## config.mk

```make
export PLATFORM = sky130hd
export DESIGN_NAME = heading_pd_fan_controller_top
export DESIGN_NICKNAME = d
export VERILOG_FILES = /design/src/rtl/core/hpd_pkg.sv /design/src/rtl/core/heading_pd_fan_controller_top.sv /design/src/rtl/core/hpd_csr.sv /design/src/rtl/core/hpd_law.sv
export SDC_FILE = /design/constraint.sdc
export NUM_CORES = 1
export LEC_CHECK = 0
export ABC_AREA = 1
export BUFFER_PORTS_ARGS = -buffer_cell sky130_fd_sc_hd__buf_2
export CAP_MARGIN = 10
export CORE_MARGIN = 3
export CORE_UTILIZATION = 40
export DETAILED_ROUTE_END_ITERATION = 7
export PLACE_DENSITY = 0.54
export SLEW_MARGIN = 10
export SYNTH_ARGS = -nofsm -noshare
export SYNTH_HDL_FRONTEND = slang
export SYNTH_SLANG_ARGS = --single-unit
```

## constraint.sdc

```tcl
create_clock -name clock -period 15.2 [get_ports clock]
set_input_delay 0.76 -clock clock [delete_from_list [all_inputs] [get_ports clock]]
set_output_delay 0.76 -clock clock [all_outputs]
set_load 0.03 [all_outputs]
```

## src/rtl/core/hpd_pkg.sv

```systemverilog
// Package for the heading PD fan controller: transaction payload types,
// configuration register map, register set struct and compass constants.
// No dependencies.
`default_nettype none

package hpd_pkg;

   // Compass circle in tenths of a degree
   localparam logic signed [12:0] HALF_TURN = 13'sd1800;
   localparam logic signed [12:0] FULL_TURN = 13'sd3600;

   localparam logic signed [11:0] LAST_ERROR_RESET = 12'sd20;

   // Configuration port geometry
   localparam int unsigned CSR_ADDR_W = 5;
   localparam int unsigned CSR_DATA_W = 32;

   // Register indexes (byte address is 4 times the index)
   localparam logic [2:0] REG_TARGET_HEADING    = 3'd0;
   localparam logic [2:0] REG_PROP_GAIN         = 3'd1;
   localparam logic [2:0] REG_DERIV_GAIN        = 3'd2;
   localparam logic [2:0] REG_NEUTRAL_WIDTH     = 3'd3;
   localparam logic [2:0] REG_DERIV_THRESHOLD   = 3'd4;
   localparam logic [2:0] REG_DRIVE_LIMIT       = 3'd5;
   localparam logic [2:0] REG_OBSTACLE_DISTANCE = 3'd6;
   localparam logic [2:0] REG_AVOID_HEADING     = 3'd7;

   typedef enum logic {
      OP_HEADING = 1'b0,
      OP_RANGE   = 1'b1
   } op_type;

   typedef struct packed {
      op_type      op;
      logic [11:0] heading_sample;
      logic [15:0] range_sample;
   } req_type;

   typedef struct packed {
      logic signed [10:0] drive;
      logic [15:0]        rudder_width;
      logic [15:0]        left_width;
      logic [15:0]        right_width;
   } rsp_type;

   typedef struct packed {
      logic [11:0] target_heading;
      logic [7:0]  prop_gain;
      logic [7:0]  deriv_gain;
      logic [15:0] neutral_width;
      logic [11:0] deriv_threshold;
      logic [9:0]  drive_limit;
      logic [15:0] obstacle_distance;
      logic [11:0] avoid_heading;
   } cfg_type;

   localparam cfg_type CFG_RESET = '{
      target_heading:    12'd1800,
      prop_gain:         8'd2,
      deriv_gain:        8'd50,
      neutral_width:     16'd2765,
      deriv_threshold:   12'd100,
      drive_limit:       10'd737,
      obstacle_distance: 16'd50,
      avoid_heading:     12'd2700
   };

endpackage

`default_nettype wire

```

## src/rtl/core/heading_pd_fan_controller_top.sv

```systemverilog
// Heading PD fan controller. A compass sample goes from the input register
// through the law to the output register; one transaction per cycle unless
// a stalled result holds a compass sample. A ranger sample yields no result.
// The rate is set by the single law stage between input and result registers.
// Reset (synchronous): registers to defaults, last error 20, target in use.
// Depends on hpd_pkg, hpd_csr and hpd_law.
`default_nettype none

module heading_pd_fan_controller_top
   import hpd_pkg::*;
(
   input  wire logic                  clock,
   input  wire logic                  reset,
   input  wire logic                  req_valid,
   output logic                       req_ready,
   input  wire req_type               req_data,
   output logic                       rsp_valid,
   input  wire logic                  rsp_ready,
   output rsp_type                    rsp_data,
   input  wire logic                  psel,
   input  wire logic                  penable,
   input  wire logic                  pwrite,
   input  wire logic [CSR_ADDR_W-1:0] paddr,
   input  wire logic [CSR_DATA_W-1:0] pwdata,
   output logic      [CSR_DATA_W-1:0] prdata,
   output logic                       pready
);

   cfg_type            cfg;
   logic               in_valid_ff, in_valid_in;
   req_type            in_item_ff, in_item_in;
   logic               rsp_valid_ff, rsp_valid_in;
   rsp_type            rsp_data_ff, rsp_data_in;
   logic signed [11:0] last_error_ff, last_error_in;
   logic               avoiding_ff, avoiding_in;
   logic signed [11:0] law_error;
   rsp_type            law_result;
   logic               out_free;
   logic               advance;
   logic               is_range;

   hpd_csr u_csr (
      .clock   (clock),
      .reset   (reset),
      .psel    (psel),
      .penable (penable),
      .pwrite  (pwrite),
      .paddr   (paddr),
      .pwdata  (pwdata),
      .prdata  (prdata),
      .pready  (pready),
      .cfg     (cfg)
   );

   hpd_law u_law (
      .cfg            (cfg),
      .avoiding       (avoiding_ff),
      .last_error     (last_error_ff),
      .heading_sample (in_item_ff.heading_sample),
      .error          (law_error),
      .result         (law_result)
   );

   assign is_range  = (in_item_ff.op == OP_RANGE);
   assign out_free  = !rsp_valid_ff || rsp_ready;
   // ranger transactions retire without touching the result register
   assign advance   = in_valid_ff && (is_range || out_free);
   assign req_ready = !in_valid_ff || advance;
   assign rsp_valid = rsp_valid_ff;
   assign rsp_data  = rsp_data_ff;

   always_comb begin
      in_valid_in   = req_ready ? req_valid : in_valid_ff;
      in_item_in    = (req_valid && req_ready) ? req_data : in_item_ff;
      rsp_valid_in  = out_free ? (advance && !is_range) : rsp_valid_ff;
      rsp_data_in   = rsp_data_ff;
      last_error_in = last_error_ff;
      avoiding_in   = avoiding_ff;
      if (advance && !is_range) begin
         rsp_data_in   = law_result;
         last_error_in = law_error;
      end
      if (advance && is_range) begin
         avoiding_in = (in_item_ff.range_sample <= cfg.obstacle_distance);
      end
   end

   always_ff @(posedge clock) begin
      if (reset) begin
         in_valid_ff   <= 1'b0;
         rsp_valid_ff  <= 1'b0;
         last_error_ff <= LAST_ERROR_RESET;
         avoiding_ff   <= 1'b0;
      end else begin
         in_valid_ff   <= in_valid_in;
         rsp_valid_ff  <= rsp_valid_in;
         last_error_ff <= last_error_in;
         avoiding_ff   <= avoiding_in;
      end
   end

   always_ff @(posedge clock) begin
      in_item_ff  <= in_item_in;
      rsp_data_ff <= rsp_data_in;
   end

endmodule

`default_nettype wire

```

## src/rtl/core/hpd_csr.sv

```systemverilog
// Configuration register file on an APB-style port.
// Depends on hpd_pkg for the register map and the register set struct.
`default_nettype none

module hpd_csr
   import hpd_pkg::*;
(
   input  wire logic                  clock,
   input  wire logic                  reset,
   input  wire logic                  psel,
   input  wire logic                  penable,
   input  wire logic                  pwrite,
   input  wire logic [CSR_ADDR_W-1:0] paddr,
   input  wire logic [CSR_DATA_W-1:0] pwdata,
   output logic      [CSR_DATA_W-1:0] prdata,
   output logic                       pready,
   output cfg_type                    cfg
);

   cfg_type    cfg_ff;
   cfg_type    cfg_in;
   logic       wr_en;
   logic [2:0] reg_index;

   assign pready    = 1'b1;
   assign wr_en     = psel && penable && pwrite && pready;
   assign reg_index = paddr[CSR_ADDR_W-1:2];
   assign cfg       = cfg_ff;

   always_comb begin
      cfg_in = cfg_ff;
      if (wr_en) begin
         unique case (reg_index)
            REG_TARGET_HEADING:    cfg_in.target_heading    = pwdata[11:0];
            REG_PROP_GAIN:         cfg_in.prop_gain         = pwdata[7:0];
            REG_DERIV_GAIN:        cfg_in.deriv_gain        = pwdata[7:0];
            REG_NEUTRAL_WIDTH:     cfg_in.neutral_width     = pwdata[15:0];
            REG_DERIV_THRESHOLD:   cfg_in.deriv_threshold   = pwdata[11:0];
            REG_DRIVE_LIMIT:       cfg_in.drive_limit       = pwdata[9:0];
            REG_OBSTACLE_DISTANCE: cfg_in.obstacle_distance = pwdata[15:0];
            REG_AVOID_HEADING:     cfg_in.avoid_heading     = pwdata[11:0];
         endcase
      end
   end

   always_comb begin
      unique case (reg_index)
         REG_TARGET_HEADING:    prdata = {20'd0, cfg_ff.target_heading};
         REG_PROP_GAIN:         prdata = {24'd0, cfg_ff.prop_gain};
         REG_DERIV_GAIN:        prdata = {24'd0, cfg_ff.deriv_gain};
         REG_NEUTRAL_WIDTH:     prdata = {16'd0, cfg_ff.neutral_width};
         REG_DERIV_THRESHOLD:   prdata = {20'd0, cfg_ff.deriv_threshold};
         REG_DRIVE_LIMIT:       prdata = {22'd0, cfg_ff.drive_limit};
         REG_OBSTACLE_DISTANCE: prdata = {16'd0, cfg_ff.obstacle_distance};
         REG_AVOID_HEADING:     prdata = {20'd0, cfg_ff.avoid_heading};
      endcase
   end

   always_ff @(posedge clock) begin
      if (reset) begin
         cfg_ff <= CFG_RESET;
      end else begin
         cfg_ff <= cfg_in;
      end
   end

endmodule

`default_nettype wire

```

## src/rtl/core/hpd_law.sv

```systemverilog
// Control law for one compass sample: wrapped heading error, gated
// derivative term, clamp and fan pulse widths. Depends on hpd_pkg.
`default_nettype none

module hpd_law
   import hpd_pkg::*;
(
   input  wire cfg_type            cfg,
   input  wire logic               avoiding,
   input  wire logic signed [11:0] last_error,
   input  wire logic [11:0]        heading_sample,
   output logic signed [11:0]      error,
   output rsp_type                 result
);

   logic [11:0]        target;
   logic signed [12:0] raw_error;
   logic signed [12:0] wrapped;
   logic signed [12:0] diff;
   logic [11:0]        mag;
   logic               use_deriv;
   logic signed [20:0] p_term;
   logic signed [21:0] d_term;
   logic signed [22:0] sum;
   logic signed [22:0] limit;
   logic signed [22:0] clamped;
   logic [15:0]        drive_ext;

   always_comb begin
      target    = avoiding ? cfg.avoid_heading : cfg.target_heading;
      raw_error = $signed({1'b0, target}) - $signed({1'b0, heading_sample});

      // one wrap step brings the error back onto the half circle
      if (raw_error > HALF_TURN) begin
         wrapped = raw_error - FULL_TURN;
      end else if (raw_error < -HALF_TURN) begin
         wrapped = raw_error + FULL_TURN;
      end else begin
         wrapped = raw_error;
      end
      error = wrapped[11:0];

      diff      = $signed({error[11], error}) - $signed({last_error[11], last_error});
      mag       = diff[12] ? 12'(-diff) : diff[11:0];
      use_deriv = mag > cfg.deriv_threshold;

      p_term = $signed({1'b0, cfg.prop_gain}) * error;
      d_term = $signed({1'b0, cfg.deriv_gain}) * diff;
      sum    = 23'(p_term);
      if (use_deriv) begin
         sum = sum + 23'(d_term);
      end

      limit = $signed({13'd0, cfg.drive_limit});
      if (sum > limit) begin
         clamped = limit;
      end else if (sum < -limit) begin
         clamped = -limit;
      end else begin
         clamped = sum;
      end

      result.drive        = clamped[10:0];
      drive_ext           = {{5{clamped[10]}}, clamped[10:0]};
      result.left_width   = cfg.neutral_width + drive_ext;
      result.right_width  = cfg.neutral_width - drive_ext;
      result.rudder_width = result.right_width;
   end

endmodule

`default_nettype wire

```

==> qor.yml <==
floorplan.initialDensity_pct: 40.6
cts_tree: "yes"
max_slew_margin_pct: 29.7
yosysWarnings: 0
htree_levels: 4
synth_edf_count: 71
outcome: "finished, final reports clean"
synth_top_area_cell: "fa_1"
met3_usage_pct: 3.10
use_met1_pct: 29.5
initialDrtViolationCount: 1109
remaining_drc_errors: 0
die-area_um2: 53900
post_cts_resized: 0
skew_ns: 0.00977
clockBufferDepth: 2
path_max_fanout: 13
finalNonFillerCells: 3423
postPlaceCellArea_um2: 21800
synth_top_area_share_pct: 17.5
clkSinkCount: 180
postCtsSetupBuffers: 0
finish.utilization_pct: 44.4
fin_nets: 3212
grtUsageTotal_pct: 21.0
layout_min_cycle_time_ns: 13.94
synth.distinct_cells: 55
syn_avg_cell_area_um2: 7.77
worst_slew_pin_slew_ns: 1.05
synthTopCellsByArea: "fa_1 18%, ha_1 14%, dfxtp_1 11%"
area_growth_pct: 9.33
via_count: 17178
ctsHoldBuffers: 0
grt_max_degree: 90
critical_path_class: "flop to flop"
fmax_ghz: 0.0718
ant_nets: 0
viasPerCell: 5.02
cp_slowest_stage_delay_ns: 0.71
grt_pass1_wl_mm: 89.6
drive_above_1_share_pct: 10.8
portBuffers: 131
diodes: 0
use_met2_pct: 34.2
cts_root_buffer: "clkbuf_16"
gr-total-overflow: 0
fin_crit_sh_pct: 91.7
cts_buffers: 17
hpwl_mm: 47.4
synth_seq_area_share_pct: 21.1
regArea_um2: 4310
fill_cells: 5115
rows: 82
synth_seq_cells: 180
dp_cells: 3391
hold_viol: 0
hold_class: "flop to flop"
cp-end-kind: "flop"
dr.pass1.iters: 5
slew_violations: 0
die_x_um: 232
design_area_um2: 22400
setup_viol: 0
grt_pass1_vias: 16776
wl_mm: 56.8
die_y_um: 232
num_io_pins: 167
setup_tns_ns: 0
cp.required_ns: 15.40
clk_pin_slew_ns: 0.07
insertion_delay_ns: 0.46
async_reset_ff_share_pct: 0
rsz0062_at_grt: "no"
gp_routability_congestion: 0.896
antenna_found_initial: 0
ys.flop_type: "dfxtp_1"
core_area_um2: 50400
wl_per_cell_um: 16.6
netlist_area_um2: 20500
syn_inst: 2634
max_cap_violations: 0
gr-max-usage-layer: "met2"
multi_input_area_um2: 13700
cp-start-kind: "flop"
crit_arrival_ns: 14.14
cp_slowest_cell: "fa_1"
cells in the final DEF (no fill, tap or decap), types with 4 or more instances in the layout:
cell type | synthesis | layout
inv_6 | 0 | 4
nand2_1 | 410 | 410
edfxtp_1 | 71 | 71
or2_1 | 4 | 4
inv_2 | 20 | 22
nor2_2 | 13 | 13
o21ai_2 | 15 | 15
inv_1 | 508 | 506
nand3_2 | 7 | 7
or2_2 | 7 | 7
clkinv_4 | 0 | 6
a211oi_1 | 4 | 4
a21o_1 | 8 | 8
a221oi_1 | 17 | 17
xnor2_1 | 23 | 23
ha_1 | 222 | 222
nor3_1 | 23 | 23
nand2_2 | 15 | 15
o22ai_1 | 18 | 18
a21oi_2 | 5 | 6
a21oi_1 | 187 | 186
o21bai_1 | 17 | 17
nand4_1 | 14 | 14
conb_1 | 2 | 17
clkinv_1 | 7 | 7
buf_2 | 1 | 131
fa_1 | 179 | 179
nor2_1 | 229 | 229
buf_4 | 34 | 29
o31ai_1 | 8 | 8
o211ai_1 | 18 | 18
clkbuf_16 | 0 | 17
a31oi_1 | 8 | 7
nand3_1 | 98 | 98
xor2_1 | 70 | 70
o21ai_1 | 12 | 13
nand2_4 | 7 | 7
dfxtp_1 | 109 | 109
o21ai_0 | 156 | 155
cells by family (layout without fill, tap and decap cells):
| kind of cell | after synthesis | after routing | synth area share [%] |
|---|---|---|---|
| multiplexers | 1 | 1 | 0.0489 |
| XOR/XNOR | 96 | 96 | 4.22 |
| AND/OR/NAND/NOR | 839 | 839 | 17.5 |
| flip-flops | 180 | 180 | 21.1 |
| other | 2 | 17 | 0.0367 |
| adder cells (fa/ha/maj) | 401 | 401 | 31.1 |
| buffers and inverters | 628 | 730 | 12.3 |
| AO/OA/AOI/OAI | 487 | 487 | 13.8 |
worst max-delay path, delay by kind of cell (launching register included):
kind | cells | cell delay (ns)
buffers and inverters | 15 | 1.51
XOR/XNOR | 4 | 1.05
adder cells (fa/ha/maj) | 11 | 4.82
AND/OR/NAND/NOR | 23 | 2.59
multiplexers | 1 | 0.09
AO/OA/AOI/OAI | 15 | 3.12
flip-flops | 1 | 0.44
sequential cells by signal (all words and copies together), names as in the netlist:
name	count
u_csr.cfg	94
rsp_data	42
in_item_ff	28
last_error_ff	12
avoiding_ff	1
in_valid_ff	1
is_range	1
rsp_valid	1
final cells by class:
cell class / count / share of cell area [%]
repair buffers: 160 / 3.90
well taps: 672 / 3.76
clock inverters: 15 / 0.789
inverters: 538 / 9.06
clock buffers: 17 / 1.90
multi-input cells: 1841 / 61.3
flip-flops and latches: 180 / 19.3
routing by layer:
| metal | wire length [um] | part of all wire [%] | vias to the layer above |
|---|---|---|---|
| met1 | 26800 | 47 | 8134 |
| met2 | 26200 | 46 | 407 |
| met5 | 0 | 0 | - |
| li1 | - | - | 8568 |
| met4 | 1080 | 1.9 | 0 |
| met3 | 2760 | 4.9 | 69 |
worst paths after layout:
check | start | endpoint | slack (ns) | depth (start not counted)
setup / recovery | avoiding_ff | rsp_data[13] | 1.26 | 69
setup reg to reg | avoiding_ff | rsp_data[13] | 1.26 | 69
hold / removal | u_csr.cfg[89] | u_csr.cfg[89] | 0.48 | 2
hold reg to reg | u_csr.cfg[89] | u_csr.cfg[89] | 0.48 | 2
synthesized netlist by cell type, types with 23 or more instances:
master	instances
edfxtp_1	71
inv_1	508
ha_1	222
buf_4	34
fa_1	179
xnor2_1	23
dfxtp_1	109
nor2_1	229
clkbuf_1	50
o21ai_0	156
xor2_1	70
nand2_1	410
a21oi_1	187
nand3_1	98
nor3_1	23
through the flow:
step / hold WS [ns] / worst slack [ns]
after floorplan: 0.443 / 2.60
after global placement: 0.458 / 1.18
after detailed placement: 0.468 / 1.12
after CTS: 0.457 / 1.08
after global routing: 0.461 / 0.0122
final: 0.478 / 1.26
Power is not shown: default switching activity piles up to over one toggle a cycle in this logic, so the estimate is an artifact.
